**config.mk**
```make
export PLATFORM = sky130hd
export DESIGN_NAME = calendar_date_advance
export DESIGN_NICKNAME = d
export VERILOG_FILES = /design/src/rtl/core/cda_pkg.sv /design/src/rtl/core/cda_ctrl.sv /design/src/rtl/core/cda_datapath.sv /design/src/rtl/core/calendar_date_advance.sv
export VERILOG_INCLUDE_DIRS = /design/src /design/src/rtl/core
export SDC_FILE = /design/constraint.sdc
export NUM_CORES = 1
export LEC_CHECK = 0
export ABC_AREA = 1
export BUFFER_PORTS_ARGS = -buffer_cell sky130_fd_sc_hd__clkbuf_2
export CORE_ASPECT_RATIO = 1.2
export CORE_MARGIN = 3
export CORE_UTILIZATION = 55
export DETAILED_ROUTE_END_ITERATION = 10
export PLACE_DENSITY = 0.73
export SETUP_SLACK_MARGIN = 0.3
export SLEW_MARGIN = 5
export SYNTH_ARGS = -nofsm -noshare
export SYNTH_HDL_FRONTEND = slang
export SYNTH_SLANG_ARGS = --single-unit
```
**constraint.sdc**
```tcl
create_clock -name clk -period 2.9 [get_ports clk]
set_clock_uncertainty 0.15 [all_clocks]
set_input_delay 0 -clock clk [delete_from_list [all_inputs] [get_ports clk]]
set_output_delay 0 -clock clk [all_outputs]
set_load 0.03 [all_outputs]
```
**src/rtl/core/assert_macros.svh**
```systemverilog
// Assertion helpers, clocked on clk and disabled while rst_n is low.
`ifndef ASSERT_MACROS_SVH
`define ASSERT_MACROS_SVH

// Antecedent implies consequent in the same cycle.
`define CDA_ASSERT_SAME(lbl, ante, cons) \
    lbl: assert property (@(posedge clk) disable iff (!rst_n) (ante) |-> (cons)) \
        else $error("calendar_date_advance: same-cycle check failed");

// Antecedent implies consequent in the next cycle.
`define CDA_ASSERT_NEXT(lbl, ante, cons) \
    lbl: assert property (@(posedge clk) disable iff (!rst_n) (ante) |=> (cons)) \
        else $error("calendar_date_advance: next-cycle check failed");

`endif

```
**src/rtl/core/cda_pkg.sv**
```systemverilog
`timescale 1ns / 1ps
`default_nettype none

package cda_pkg;

    localparam logic [1:0] OP_LOAD    = 2'd0;
    localparam logic [1:0] OP_ADVANCE = 2'd1;
    localparam logic [1:0] OP_ADD     = 2'd2;
    localparam logic [1:0] OP_NONE    = 2'd3;

    localparam logic [13:0] YEAR_MAX   = 14'd9999;
    localparam logic [4:0]  RESET_DAY  = 5'd9;
    localparam logic [3:0]  RESET_MON  = 4'd9;
    localparam logic [13:0] RESET_YEAR = 14'd2000;

    // floor(y / 100) = (y * DIV100_MUL) >> DIV100_SHIFT for any 14-bit y
    localparam logic [12:0] DIV100_MUL   = 13'd5243;
    localparam int          DIV100_SHIFT = 19;

    typedef struct packed {
        logic [1:0]  operation;
        logic [4:0]  load_day;
        logic [3:0]  load_month;
        logic [13:0] load_year;
        logic [15:0] day_count;
    } in_t;

    typedef struct packed {
        logic [4:0]  out_day;
        logic [3:0]  out_month;
        logic [13:0] out_year;
        logic        overflow;
    } out_t;

    typedef struct packed {
        logic capture;
        logic ld_mod;
        logic ld_day;
        logic add_step;
    } cmd_t;

    typedef struct packed {
        logic add_finish;
    } stat_t;

    // ymod: year mod 100, ycent: (year / 100) mod 4, ylo: year mod 4
    function automatic logic is_leap(input logic [6:0] ymod, input logic [1:0] ycent,
                                     input logic [1:0] ylo);
        logic leap;
        if (ymod == 7'd0)
            leap = (ycent == 2'd0);
        else
            leap = (ylo == 2'd0);
        return leap;
    endfunction

    function automatic logic [4:0] month_len(input logic [3:0] month, input logic leap);
        logic [4:0] len;
        case (month)
            4'd4, 4'd6, 4'd9, 4'd11: len = 5'd30;
            4'd2:                    len = leap ? 5'd29 : 5'd28;
            default:                 len = 5'd31;
        endcase
        return len;
    endfunction

endpackage

`default_nettype wire

```
**src/rtl/core/cda_ctrl.sv**
```systemverilog
`timescale 1ns / 1ps
`default_nettype none

module cda_ctrl (
    input  wire logic          clk,
    input  wire logic          rst_n,
    input  wire logic          start,
    input  wire logic [1:0]    operation,
    input  wire cda_pkg::stat_t stat,
    output cda_pkg::cmd_t      cmd,
    output logic               busy,
    output logic               done
);
    import cda_pkg::*;

    localparam logic [2:0] S_IDLE   = 3'd0;
    localparam logic [2:0] S_LD_MOD = 3'd1;
    localparam logic [2:0] S_LD_DAY = 3'd2;
    localparam logic [2:0] S_ADD    = 3'd3;
    localparam logic [2:0] S_DONE   = 3'd4;

    logic [2:0] state_reg;
    logic [2:0] state_next;

    always_comb
    begin
        state_next   = state_reg;
        cmd          = '0;
        case (state_reg)
            S_IDLE:
            begin
                if (start)
                begin
                    cmd.capture = 1'b1;
                    case (operation)
                        OP_LOAD:    state_next = S_LD_MOD;
                        OP_ADVANCE: state_next = S_ADD;
                        OP_ADD:     state_next = S_ADD;
                        default:    state_next = S_DONE;
                    endcase
                end
            end
            S_LD_MOD:
            begin
                cmd.ld_mod = 1'b1;
                state_next = S_LD_DAY;
            end
            S_LD_DAY:
            begin
                cmd.ld_day = 1'b1;
                state_next = S_DONE;
            end
            S_ADD:
            begin
                cmd.add_step = 1'b1;
                if (stat.add_finish)
                    state_next = S_DONE;
            end
            S_DONE:
            begin
                state_next = S_IDLE;
            end
            default:
            begin
                state_next = S_IDLE;
            end
        endcase
    end

    always_ff @(posedge clk or negedge rst_n)
    begin
        if (!rst_n)
            state_reg <= S_IDLE;
        else
            state_reg <= state_next;
    end

    assign busy = (state_reg != S_IDLE);
    assign done = (state_reg == S_DONE);

endmodule

`default_nettype wire

```
**src/rtl/core/cda_datapath.sv**
```systemverilog
`timescale 1ns / 1ps
`default_nettype none

module cda_datapath (
    input  wire logic          clk,
    input  wire logic          rst_n,
    input  wire cda_pkg::in_t  request,
    input  wire cda_pkg::cmd_t cmd,
    output cda_pkg::stat_t     stat,
    output cda_pkg::out_t      result
);
    import cda_pkg::*;

    logic [4:0]  day_reg,   day_next;
    logic [3:0]  month_reg, month_next;
    logic [13:0] year_reg,  year_next;
    logic [6:0]  ymod_reg,  ymod_next;
    logic [1:0]  ycent_reg, ycent_next;
    logic [16:0] total_reg, total_next;
    logic [6:0]  quo_reg,   quo_next;
    logic        ovf_reg,   ovf_next;

    logic [13:0] ld_year;
    logic [26:0] prod;
    logic        leap;
    logic [4:0]  len;
    logic [13:0] quo_x100;

    assign leap     = is_leap(ymod_reg, ycent_reg, year_reg[1:0]);
    assign len      = month_len(month_reg, leap);
    assign ld_year  = (request.load_year > YEAR_MAX) ? YEAR_MAX : request.load_year;
    assign prod     = {13'd0, ld_year} * {14'd0, DIV100_MUL};
    assign quo_x100 = {1'b0, quo_reg, 6'd0} + {2'b0, quo_reg, 5'd0} + {5'd0, quo_reg, 2'd0};

    always_comb
    begin
        day_next   = day_reg;
        month_next = month_reg;
        year_next  = year_reg;
        ymod_next  = ymod_reg;
        ycent_next = ycent_reg;
        total_next = total_reg;
        quo_next   = quo_reg;
        ovf_next   = ovf_reg;
        stat.add_finish = 1'b0;

        if (cmd.capture)
        begin
            ovf_next = 1'b0;
            case (request.operation)
                OP_LOAD:
                begin
                    if (request.load_month == 4'd0)
                        month_next = 4'd1;
                    else if (request.load_month > 4'd12)
                        month_next = 4'd12;
                    else
                        month_next = request.load_month;
                    day_next  = (request.load_day == 5'd0) ? 5'd1 : request.load_day;
                    year_next = ld_year;
                    ovf_next  = (request.load_year > YEAR_MAX);
                    quo_next  = prod[DIV100_SHIFT + 6:DIV100_SHIFT];
                end
                OP_ADVANCE:
                    total_next = {12'd0, day_reg} + 17'd1;
                OP_ADD:
                    total_next = {12'd0, day_reg} + {1'b0, request.day_count};
                default:
                    ovf_next = 1'b0;
            endcase
        end

        if (cmd.ld_mod)
        begin
            ymod_next  = 7'(year_reg - quo_x100);
            ycent_next = quo_reg[1:0];
        end

        if (cmd.ld_day)
        begin
            if (day_reg > len)
                day_next = len;
        end

        if (cmd.add_step)
        begin
            if (total_reg > {12'd0, len})
            begin
                if (month_reg >= 4'd12)
                begin
                    if (year_reg >= YEAR_MAX)
                    begin
                        day_next   = 5'd31;
                        month_next = 4'd12;
                        year_next  = YEAR_MAX;
                        ovf_next   = 1'b1;
                        stat.add_finish = 1'b1;
                    end
                    else
                    begin
                        year_next  = year_reg + 14'd1;
                        month_next = 4'd1;
                        day_next   = 5'd1;
                        total_next = total_reg - {12'd0, len};
                        if (ymod_reg == 7'd99)
                        begin
                            ymod_next  = 7'd0;
                            ycent_next = ycent_reg + 2'd1;
                        end
                        else
                            ymod_next = ymod_reg + 7'd1;
                    end
                end
                else
                begin
                    month_next = month_reg + 4'd1;
                    day_next   = 5'd1;
                    total_next = total_reg - {12'd0, len};
                end
            end
            else
            begin
                day_next = total_reg[4:0];
                stat.add_finish = 1'b1;
            end
        end
    end

    always_ff @(posedge clk or negedge rst_n)
    begin
        if (!rst_n)
        begin
            day_reg   <= RESET_DAY;
            month_reg <= RESET_MON;
            year_reg  <= RESET_YEAR;
            ymod_reg  <= 7'd0;
            ycent_reg <= 2'd0;
        end
        else
        begin
            day_reg   <= day_next;
            month_reg <= month_next;
            year_reg  <= year_next;
            ymod_reg  <= ymod_next;
            ycent_reg <= ycent_next;
        end
    end

    always_ff @(posedge clk)
    begin
        total_reg <= total_next;
        quo_reg   <= quo_next;
        ovf_reg   <= ovf_next;
    end

    assign result.out_day   = day_reg;
    assign result.out_month = month_reg;
    assign result.out_year  = year_reg;
    assign result.overflow  = ovf_reg;

endmodule

`default_nettype wire

```
**src/rtl/core/calendar_date_advance.sv**
```systemverilog
`timescale 1ns / 1ps
`default_nettype none
`include "assert_macros.svh"
// Channel   Ports              Transfer
// request   start / busy       start high, busy low at the clock edge
// result    done / result      done high for one cycle, always taken
//
// Steps after accept: load passes S_LD_MOD and S_LD_DAY, a no-op goes straight
// to S_DONE, and advance and add run the S_ADD loop (one month per cycle) until
// the day lands within a month or the year saturates, then pass S_DONE.
// busy stays high from the accept edge through the strobe cycle.
// Reset (rst_n low, asynchronous) sets the date to 9/9/2000 and goes idle.
// The result side cannot stall; each result is strobed by done for one cycle only.

module calendar_date_advance (
    input  wire logic         clk,
    input  wire logic         rst_n,
    input  wire logic         start,
    input  wire cda_pkg::in_t request,
    output logic              busy,
    output logic              done,
    output cda_pkg::out_t     result
);
    import cda_pkg::*;

    cmd_t  cmd;
    stat_t stat;
    logic  date_ok;

    cda_ctrl u_ctrl (
        .clk       (clk),
        .rst_n     (rst_n),
        .start     (start),
        .operation (request.operation),
        .stat      (stat),
        .cmd       (cmd),
        .busy      (busy),
        .done      (done)
    );

    cda_datapath u_dp (
        .clk     (clk),
        .rst_n   (rst_n),
        .request (request),
        .cmd     (cmd),
        .stat    (stat),
        .result  (result)
    );

    assign date_ok = (result.out_day != 5'd0) && (result.out_month != 4'd0) &&
                     (result.out_month <= 4'd12) && (result.out_year <= YEAR_MAX);

    `CDA_ASSERT_SAME(a_done_busy, done, busy)
    `CDA_ASSERT_NEXT(a_accept_busy, start && !busy, busy)
    `CDA_ASSERT_SAME(a_date_valid, done, date_ok)
    `CDA_ASSERT_SAME(a_ovf_year, done && result.overflow, result.out_year == YEAR_MAX)

endmodule

`default_nettype wire
```
==> summary.txt, run 1 <==
CTS
  – Worst-path clk slew: around 0.05 ns
  – CTS Root Buffer Type: clkbuf_16
  – Total CTS buffers: 9
  – CTS tree: done
  – Worst-Skew Late Latency: around 0.33 ns
  – Htree depth: 3
  – Max clock buf depth: 2
  – Clock sinks: 58

Timing
  – Setup ws final: -1.54 ns
  – Minimum clock period: approximately 4.4 ns
  – Slew HR: 33.9%
  – Final Hold Viols: 0
  – Crit share post-route: 153%
  – Slew Limit Fails: 0
  – Fmax achieved: around 0.23 GHz
  – Final-report setup violation count: 5
  – Unrepaired setup endpoints after global routing: yes
  – Worst Tran Pin Value: approximately 1 ns

Placement
  – # placed instances: 1644
  – Place WS: -2.23 ns
  – IO Port Bufs: between 60 and 70
  – Final weighted congestion in routability-driven placement: 0.912
  – DPL Wire Length: between 20 and 25 mm

Setup path
  – CP delay by family, top: adder cells
  – Max FO, Critical Path: 6
  – Critical Path Sink Type: register
  – CP startpoint kind: primary input
  – WP data required: between 2 and 3 ns
  – Most frequent CP cell: inv_2
  – Critical path arrival: ~4.4 ns
  – Critical path's largest stage delay: approximately 0.53 ns
  – CP max stage cell: fa_1
  – WS Path Type: primary input to register
  – Buf/Inv on CP: 8

Cells and area
  – Max FFs per register: 17
  – Fillers: between 900 and 1000
  – Commonest non-fill, non-tap cell in the layout: nand2_1
  – Synth-to-Final Area Change: 46.8%
  – Layout cells sized above 1: 36.9%
  – Nets: between 1500 and 2000
  – Cell Count, Final, Fillers Out: about 1700
  – Multi-input gate area: between 0.007 and 0.008 mm^2
  – Register area: around 0.0014 mm^2
  – Commonest cells after routing, fill and taps aside: nand2_1, inv_1, buf_4
  – Ant diodes: 0

Drt
  – Final wirelength: between 30 and 40 mm
  – 1st-iter DRT viols: around 830
  – Drc violations: 0
  – Antenna Violating Nets Remaining: 0
  – Wire per inst: just under 20 um
  – Via/cell ratio: 5.69
  – Routed vias: between 9000 and 10000
  – First-pass iteration count of the detailed router: 8

Synthesis
  – Gate Count Post-Synth: approximately 1300
  – Net Count, Synth: 1488
  – Netlist cell types: 49
  – Warnings, synthesis: 0
  – Asr flop ratio synth: a little over 60%
  – Ys flop type: dfrtp_1
  – Post-synthesis register bit count: slightly below 60
  – Sequential area share after synthesis: 16.2%
  – Post-Syn Area: 0.00864 mm^2
  – Post-synth EDFFs: 5
  – Syn_area_per_cell: ~6.8 um^2

Power
  – Sequential power share: approximately an eighth
  – Worst IR drop on VDD: 0.630 mV
  – Sw Ratio: a little over half
  – Comb pwr share: between 80% and 90%
  – Leakage power: between 6 and 7 nW
  – PwrDens: 1150 mW/mm^2
  – P_int: 6.77 mW
  – Clk pwr share: 6.6%
  – Net Sw Power: 7.87 mW

Floorplan
  – DIE WIDTH: 120 um
  – Die Area: around 0.017 mm^2
  – Row cnt: 49
  – Area of the core: between 0.015 and 0.02 mm^2
  – Initial Util: between 50% and 60%
  – IO Count: 70
  – Die Height: about 140 um

Global routing
  – First-pass GRT wire length: 46.1 mm
  – GR Util All Layers: about 34%
  – Largest net degree at the start of global routing: 36
  – Overflow after GRT: 0
  – Vias in the first global route: around 9600
  – Initial antenna violation count: 0

Min path
  – Hold Crit Class: primary input to register

Status
  – Status: complete, but fails checks
  – Failing checks: negative setup slack

Flow run
  – Max Cap Viol: 0
## tightest hold or removal path, cell delays in order
cell and delay [ns]:
clkbuf_2 0.11, nand3_1 0.08, nand3_1 0.12, nand3_1 0.09
nand2_1 0.05, inv_1 0.04
## path summary, 6_finish.rpt
kind | start | to | slack [ns] | cells after the start
min in group asynchronous | rst_n | u_ctrl.state_reg[2] | 0.26 | 2
max reg2reg | u_dp.month_reg[0] | u_dp.total_reg[14] | 0.05 | 19
min | request[14] | u_dp.total_reg[14] | 0.02 | 6
max | request[27] | u_dp.quo_reg[3] | -1.54 | 25
min reg2reg | u_dp.total_reg[0] | u_dp.day_reg[0] | 0.39 | 2
max in group asynchronous | rst_n | u_dp.month_reg[1] | 1.66 | 2
## metal layers
metal	share of wire (%)	GRT usage (%)	wire length [um]	vias to the layer above
met3	5.7	4.13	1930	205
met5	0	0	0	-
met2	51	61.8	17400	523
met1	35	36.3	11700	4631
li1	-	-	-	4502
met4	8.3	21.4	2790	0
## Yosys cell counts (8+ instances only)
cell / count / area [um^2]
dfstp_2: 10 / 263
nor3_1: 19 / 95.1
nand2_1: 346 / 1300
ha_1: 115 / 1440
xor2_1: 25 / 219
nor2_1: 95 / 357
nand3_1: 80 / 400
dfrtp_1: 25 / 626
buf_2: 9 / 45.0
xnor2_1: 8 / 70.1
fa_1: 51 / 1020
o21ai_0: 58 / 290
a21oi_1: 39 / 195
nand4_1: 15 / 93.8
o21ai_1: 16 / 80.1
dfxtp_1: 18 / 360
o21bai_1: 10 / 75.1
inv_1: 253 / 950
## through the flow
step	cell area, um^2	util (%)	hold slack [ns]	TNS (ns)	power [mW]
after global routing	12700	83.4	0.0580	-7.93	15.6
after global placement	10200	66.9	0.0284	-9.54	9.24
after floorplan	8850	-	-0.446	-6.67	7.25
after CTS	11900	78.2	0.000116	-6.07	12.3
final	12700	83.4	0.0246	-7.34	14.6
after detailed placement	10200	66.9	0.0384	-10.08	9.41
## cell families after synthesis
family                     synth area share [%]
AOI/OAI and AO/OA                          9.43
xor gates and xnor gates                   3.34
adders and majority gates                  28.5
buffers and inverters                      12.8
DFF                                        16.2
muxes                                     0.130
other                                    0.0434
and+or+nand+nor                            29.6
## final cells by class
class                      count  share of cell area (%)
multi-input combinational    939                    59.7
timing repair buffer         256                    17.0
sequential                    58                    11.0
tap                          204                    2.01
clock buffer                  13                    1.97
inverter                     260                    8.05
timing repair inverter         1                   0.128
clock inverter                 3                   0.118
## power by group through the flow
stage	logic [mW]	clock network, mW	registers, mW
global route	12.7	0.999	1.86
finish	11.8	0.974	1.83
CTS	9.53	0.963	1.76
floorplan	5.29	0	1.95
detailed placement	7.65	0	1.76
global placement	7.50	0	1.74
## timing repair
item,in CTS,in global routing
cloned,6,0
hold buffers,18,0
hold endpoints to repair,42,0
pin swaps,114,96
endpoints found under the setup margin,58,58
resized for setup,216,161
setup buffers,33,17
Note: power is estimated with default switching activity, not from simulation.
==> run 2, diff against run 1 <==
--- a/config.mk
+++ b/config.mk
@@ -8,11 +8,13 @@
 export LEC_CHECK = 0
 export ABC_AREA = 1
 export BUFFER_PORTS_ARGS = -buffer_cell sky130_fd_sc_hd__clkbuf_2
+export CELL_PAD_IN_SITES_DETAIL_PLACEMENT = 0
+export CELL_PAD_IN_SITES_GLOBAL_PLACEMENT = 1
 export CORE_ASPECT_RATIO = 1.2
 export CORE_MARGIN = 3
-export CORE_UTILIZATION = 55
+export CORE_UTILIZATION = 41
 export DETAILED_ROUTE_END_ITERATION = 10
-export PLACE_DENSITY = 0.73
+export PLACE_DENSITY = 0.75
 export SETUP_SLACK_MARGIN = 0.3
 export SLEW_MARGIN = 5
 export SYNTH_ARGS = -nofsm -noshare
==> summary.txt, run 2 (synthesis results as in run 1) <==
Timing
  – Slew HR: 33.0% (was 33.9%)
  – Slew Limit Fails: 0 (unchanged)
  – Minimum clock period: 4.22 ns (was 4.44 ns)
  – Worst Tran Pin Value: 1.01 ns (was 0.992 ns)
  – Final Hold Viols: 0 (unchanged)
  – Final-report setup violation count: 5 (unchanged)
  – Unrepaired setup endpoints after global routing: yes (unchanged)
  – Fmax achieved: 0.237 GHz (was 0.225 GHz)
  – Setup ws final: -1.32 ns (was -1.54 ns)
  – Crit share post-route: 145% (was 153%)

Placement
  – Area post-placement: 0.0102 mm^2 (about the same)
  – IO Port Bufs: 69 (unchanged)
  – DPL Wire Length: 22.6 mm (was 20.2 mm)
  – # placed instances: 1704 (was 1644)
  – Final weighted congestion in routability-driven placement: 0.902 (was 0.912)

Floorplan
  – Initial Util: 42.2% (was 56.8%)
  – Die Area: 0.0229 mm^2 (was 0.0173 mm^2)
  – Area of the core: 0.0205 mm^2 (was 0.0152 mm^2)
  – IO Count: 70 (unchanged)
  – DIE WIDTH: 139 um (was 120 um)
  – Row cnt: 57 (was 49)
  – Die Height: 165 um (was 143 um)

Global routing
  – GR Util All Layers: 25.7% (was 33.6%)
  – Initial antenna violation count: 0 (unchanged)
  – Overflow after GRT: 0 (unchanged)
  – Vias in the first global route: 9292 (was 9588)
  – Largest net degree at the start of global routing: 36 (unchanged)
  – First-pass GRT wire length: 46.7 mm (was 46.1 mm)

Flow run
  – Max Cap Viol: 0 (unchanged)

Setup path
  – R2r setup slk: 0.12 ns (was 0.05 ns)
  – Max FO, Critical Path: 4 (was 6)
  – Reg2Reg Depth: 18 (was 19)
  – CP startpoint kind: primary input (unchanged)
  – FF-to-FF Start: u_dp.month_reg[0] (unchanged)
  – WS Path Type: primary input to register (unchanged)
  – Worst reg2reg endpoint: u_dp.total_reg[7] (was u_dp.total_reg[14])
  – WP data required: 2.83 ns (was 2.84 ns)
  – Critical path arrival: 4.15 ns (was 4.38 ns)
  – Critical Path Sink Type: register (unchanged)

CTS
  – Clock sinks: 58 (unchanged)
  – Worst-Skew Late Latency: 0.34 ns (was 0.33 ns)
  – CTS tree: done (unchanged)
  – Max clock buf depth: 2 (unchanged)
  – Worst-path clk slew: 0.05 ns (about the same)
  – CTS Root Buffer Type: clkbuf_16 (unchanged)
  – Htree depth: 3 (unchanged)
  – Total CTS buffers: 9 (unchanged)

Cells and area
  – Ant diodes: 0 (unchanged)
  – Cell Count, Final, Fillers Out: 1790 (was 1734)
  – Final instance area: 0.0126 mm^2 (was 0.0127 mm^2)
  – Layout cells sized above 1: 35.0% (was 36.9%)
  – Max FFs per register: 17 (unchanged)
  – Commonest non-fill, non-tap cell in the layout: nand2_1 (unchanged)
  – Nets: 1730 (was 1735)
  – Commonest cells after routing, fill and taps aside: nand2_1, inv_1, buf_4 (unchanged)
  – Synth-to-Final Area Change: 45.6% (was 46.8%)

Drt
  – Wire per inst: 16.4 um (was 19.5 um)
  – Drc violations: 0 (unchanged)
  – Antenna Violating Nets Remaining: 0 (unchanged)
  – 1st-iter DRT viols: 370 (was 827)
  – Routed vias: 8896 (was 9861)
  – First-pass iteration count of the detailed router: 5 (was 8)
  – Via/cell ratio: 4.97 (was 5.69)
  – Final wirelength: 29.3 mm (was 33.8 mm)

Power
  – PwrDens: 1090 mW/mm^2 (was 1150 mW/mm^2)
  – Sequential power share: 13.0% (was 12.5%)
  – Worst IR drop on VDD: 0.634 mV (was 0.630 mV)
  – Sw Ratio: 51.1% (was 53.8%)
  – Net Sw Power: 6.97 mW (was 7.87 mW)
  – Leakage power: 6.53 nW (about the same)
  – Comb pwr share: 77.7% (was 80.9%)
  – Clk pwr share: 9.4% (was 6.6%)
  – P_int: 6.68 mW (was 6.77 mW)

Status
  – Status: complete, but fails checks (unchanged)
  – Failing checks: negative setup slack (unchanged)

Min path
  – Hold Crit Class: primary input to register (unchanged)
  – Worst hold endpoint: u_dp.total_reg[12] (was u_dp.total_reg[14])
  – Hold_sp: request[12] (was request[14])
  – Hold Path Stages: 6 (unchanged)
## run 2: cell type report
class | instances | area, um^2
Clock buffer | 11 | 253
Clock inverter | 5 | 100
Fill cell | 1818 | 7890
Inverter | 260 | 1030
Multi-Input combinational cell | 940 | 7390
Sequential cell | 58 | 1400
Tap cell | 265 | 332
Timing Repair Buffer | 250 | 2060
Timing Repair inverter | 1 | 16.3
## run 2: worst max-delay path: stages
cell      delay [ns]
buf_8           0.11
clkinv_8        0.04
nand2_4         0.05
nor2_4          0.17
o21ai_4         0.09
nand2_4         0.12
buf_6           0.14
inv_4           0.04
nor2_4          0.14
ha_4            0.23
fa_2            0.55
fa_1            0.43
fa_1            0.50
inv_1           0.05
fa_1            0.48
inv_2           0.04
ha_4            0.30
a21o_1          0.17
nand3_1         0.10
a21oi_2         0.18
nor3_2          0.06
nand3_1         0.08
nand2_1         0.07
## run 2: metal layers
metal / wire [um] / GRT usage (%) / up-vias
met5: 0 / 0 / -
met4: 1400 / 12.3 / 0
met3: 698 / 2.23 / 62
met2: 15500 / 49.7 / 155
met1: 11700 / 28.3 / 4184
li1: - / - / 4495
## run 2: metrics by stage
| step | TNS (ns) | total power [mW] | setup slack, ns | utilization (%) | hold WS, ns |
|---|---|---|---|---|---|
| final | -6.38 | 13.7 | -1.32 | 61.5 | 0.00895 |
| after CTS | -6.31 | 12.7 | -1.32 | 58.8 | 0.000456 |
| after floorplan | -6.67 | 7.25 | -1.34 | - | -0.446 |
| after global routing | -7.26 | 14.9 | -1.48 | 61.5 | 0.0380 |
| after global placement | -10.98 | 9.49 | -2.29 | 49.9 | 0.0410 |
| after detailed placement | -11.04 | 9.55 | -2.28 | 49.9 | 0.0615 |
## run 2: worst max-delay path by stage
| stage | startpoint | endpoint | slack [ns] |
|---|---|---|---|
| after floorplan | request[26] | u_dp.quo_reg[0] | -1.34 |
| after global placement | request[20] | u_dp.quo_reg[2] | -2.29 |
| after detailed placement | request[20] | u_dp.quo_reg[2] | -2.28 |
| after CTS | request[23] | u_dp.quo_reg[2] | -1.32 |
| after global routing | request[21] | u_dp.quo_reg[1] | -1.48 |
| final | request[20] | u_dp.quo_reg[1] | -1.32 |
## run 2: what timing repair did
action                     in CTS  in global routing
hold buffers                   17                  0
setup endpoints to repair      58                 58
gates resized for setup       227                111
pin swaps                     111                 64
buffers inserted               32                 14
hold endpoints to repair       41                  0
gates cloned                    7                  0
## run 2: power groups by stage
stage	combinational, mW	sequential [mW]	clock [mW]
floorplan	5.29	1.95	0
global placement	7.74	1.75	0
detailed placement	7.80	1.75	0
CTS	9.69	1.75	1.29
global route	11.8	1.81	1.33
finish	10.6	1.77	1.28
==> run 3, diff against run 2 <==
--- a/config.mk
+++ b/config.mk
@@ -12,9 +12,10 @@
 export CELL_PAD_IN_SITES_GLOBAL_PLACEMENT = 1
 export CORE_ASPECT_RATIO = 1.2
 export CORE_MARGIN = 3
-export CORE_UTILIZATION = 41
+export CORE_UTILIZATION = 45
 export DETAILED_ROUTE_END_ITERATION = 10
-export PLACE_DENSITY = 0.75
+export MAX_ROUTING_LAYER = met4
+export PLACE_DENSITY = 0.79
 export SETUP_SLACK_MARGIN = 0.3
 export SLEW_MARGIN = 5
 export SYNTH_ARGS = -nofsm -noshare
==> constraint.sdc (replaced) <==
create_clock -name clk -period 4 [get_ports clk]
set_clock_uncertainty 0.15 [all_clocks]
set_input_delay 0 -clock clk [delete_from_list [all_inputs] [get_ports clk]]
set_output_delay 0 -clock clk [all_outputs]
set_load 0.03 [all_outputs]
==> summary.txt, run 3 (synthesis results as in run 1) <==
Floorplan
  – DIE WIDTH: 132 um (was 139 um)
  – Initial Util: 46.7% (was 42.2%)
  – IO Count: 70 (unchanged)
  – Row cnt: 54 (was 57)
  – Area of the core: 0.0185 mm^2 (was 0.0205 mm^2)
  – Die Height: 158 um (was 165 um)
  – Die Area: 0.0209 mm^2 (was 0.0229 mm^2)

Cells and area
  – Synth-to-Final Area Change: 30.5% (was 45.6%)
  – Max FFs per register: 17 (unchanged)
  – Ant diodes: 0 (unchanged)
  – Commonest non-fill, non-tap cell in the layout: nand2_1 (unchanged)
  – Nets: 1695 (was 1730)
  – Final instance area: 0.0113 mm^2 (was 0.0126 mm^2)
  – Fillers: 1769 (was 1818)
  – Commonest cells after routing, fill and taps aside: nand2_1, inv_1, buf_4 (unchanged)
  – Layout cells sized above 1: 24.3% (was 35.0%)
  – Cell Count, Final, Fillers Out: 1742 (was 1790)

Drt
  – Routed vias: 8635 (was 8896)
  – Final wirelength: 26.0 mm (was 29.3 mm)
  – Antenna Violating Nets Remaining: 0 (unchanged)
  – Drc violations: 0 (unchanged)
  – Via/cell ratio: 4.96 (was 4.97)
  – First-pass iteration count of the detailed router: 5 (unchanged)
  – 1st-iter DRT viols: 426 (was 370)
  – Wire per inst: 14.9 um (was 16.4 um)

Min path
  – Hold Crit Class: primary input to register (unchanged)

Timing
  – Setup ws final: -0.312 ns (was -1.32 ns)
  – Fin Hold WS: -0.00226 ns (was 0.00895 ns)
  – Worst Tran Pin Value: 0.963 ns (was 1.01 ns)
  – Minimum clock period: approximately 4.3 ns
  – Slew Limit Fails: 0 (unchanged)
  – Final-report setup violation count: 5 (unchanged)
  – Final Hold Viols: 1 (was 0)
  – Fmax achieved: 0.232 GHz
  – Slew HR: 35.8% (was 33.0%)
  – Unrepaired setup endpoints after global routing: yes (unchanged)
  – Setup TNS: -1.28 ns (was -6.38 ns)
  – Crit share post-route: 108%

Status
  – Failing checks: negative hold slack, negative setup slack (was negative setup slack)
  – Status: complete, but fails checks (unchanged)

Power
  – Sequential power share: 14.4% (was 13.0%)
  – Net Sw Power: 4.62 mW (was 6.97 mW)
  – Overall Power: 9.17 mW (was 13.7 mW)
  – Sw Ratio: 50.4% (was 51.1%)
  – PwrDens: 813 mW/mm^2 (was 1090 mW/mm^2)
  – Comb pwr share: 75.8% (was 77.7%)
  – P_int: 4.55 mW (was 6.68 mW)
  – Leakage power: 6.11 nW (was 6.53 nW)
  – Clk pwr share: 9.8% (was 9.4%)
  – Worst IR drop on VDD: 0.402 mV (was 0.634 mV)

Placement
  – Final weighted congestion in routability-driven placement: 0.967 (was 0.902)
  – DPL Wire Length: 21.2 mm (was 22.6 mm)
  – Place WS: -0.988 ns (was -2.28 ns)
  – Area post-placement: 0.0102 mm^2 (about the same)
  – IO Port Bufs: 69 (unchanged)
  – # placed instances: 1693 (was 1704)

Global routing
  – Vias in the first global route: 8709 (was 9292)
  – Initial antenna violation count: 0 (unchanged)
  – GR Util All Layers: 26.2% (was 25.7%)
  – Largest net degree at the start of global routing: 36 (unchanged)
  – First-pass GRT wire length: 42.7 mm (was 46.7 mm)
  – Overflow after GRT: 0 (unchanged)

CTS
  – Clock sinks: 58 (unchanged)
  – Max clock buf depth: 2 (unchanged)
  – Worst-Skew Late Latency: 0.33 ns (was 0.34 ns)
  – Htree depth: 3 (unchanged)
  – CTS Root Buffer Type: clkbuf_16 (unchanged)
  – CTS tree: done (unchanged)
  – Total CTS buffers: 9 (unchanged)
  – Worst-path clk slew: 0.06 ns (was 0.05 ns)

Setup path
  – WP data required: 3.93 ns (was 2.83 ns)
  – WS Path Type: primary input to register (unchanged)
  – Max FO, Critical Path: 6 (was 4)
  – Critical path arrival: 4.24 ns (was 4.15 ns)
  – Critical Path Sink Type: register (unchanged)
  – CP startpoint kind: primary input (unchanged)

Flow run
  – Max Cap Viol: 0 (unchanged)
[run 3: changes by cell type in the layout (fill, tap and decap cells not counted), sizes merged]
cell,change
clkinv,-4
inv,+3
buf,-35
bufinv,-1
nand2,-1
clkbuf,+3
[run 3: repair_timing]
action                                 CTS  global route
endpoints found under the hold margin   44             0
setup buffers                           12             4
hold buffers                            17             0
resized for setup                       85            28
gates cloned                             0             0
setup endpoints to repair                5            12
pin swaps                               54             7
[run 3: final cells by class]
class                   instances  area (um^2)  share of cell area, %
inverters                     260          998                   8.85
flip-flops and latches         58         1400                   12.4
multi-input cells             939         6630                   58.8
clock inverters                 4         70.1                  0.621
well taps                     252          315                   2.80
repair buffers                217         1590                   14.1
clock buffers                  12          278                   2.46
[run 3: final timing paths]
kind / slack, ns / to / cells after the start / startpoint
min in group asynchronous: 0.20 / u_dp.day_reg[2] / 2 / rst_n
max in group asynchronous: 2.87 / u_dp.year_reg[11] / 2 / rst_n
hold / removal: -0.002 / u_ctrl.state_reg[0] / 3 / request[39]
setup / recovery: -0.31 / u_dp.quo_reg[1] / 24 / request[23]
hold reg to reg: 0.35 / u_dp.day_reg[0] / 2 / u_dp.total_reg[0]
setup reg to reg: 0.62 / u_dp.total_reg[1] / 17 / u_dp.month_reg[0]
[run 3: critical path, cell delays in order]
cell      delay [ns]
clkbuf_8        0.12
clkinv_4        0.04
nand2_4         0.05
nor2_4          0.11
o21ai_2         0.07
nand2_2         0.15
buf_12          0.15
inv_8           0.04
nor2_4          0.18
ha_4            0.24
fa_2            0.57
fa_1            0.41
fa_1            0.49
inv_1           0.05
fa_1            0.49
inv_2           0.05
ha_4            0.27
buf_6           0.10
a21o_1          0.17
nand3_2         0.09
a21oi_2         0.19
nor3_2          0.06
nand3_1         0.08
nand2_1         0.06
[run 3: power by group through the flow]
stage | Clock, mW | Sequential [mW] | Combinational, mW
final | 0.899 | 1.32 | 6.95
after global routing | 0.935 | 1.37 | 7.79
after CTS | 0.907 | 1.32 | 6.72
after floorplan | 0 | 1.41 | 3.79
after detailed placement | 0 | 1.33 | 5.77
after global placement | 0 | 1.33 | 5.70
[run 3: stage by stage]
| step | util (%) | hold slack (ns) |
|---|---|---|
| 3_3_place_gp | 55.0 | 0.0513 |
| 6_report | 60.9 | -0.00226 |
| 2_1_floorplan | - | -0.446 |
| 3_5_place_dp | 55.0 | 0.0461 |
| 4_1_cts | 60.2 | 0.00523 |
| 5_1_grt | 60.9 | 0.0228 |
[run 3: per-layer routing]
metal	up-vias	track usage (%)	wire length, um
met5	-	-	0
met4	0	10.7	935
met3	45	1.24	468
met2	138	48.5	13600
met1	4026	29.8	10900
li1	4426	-	-
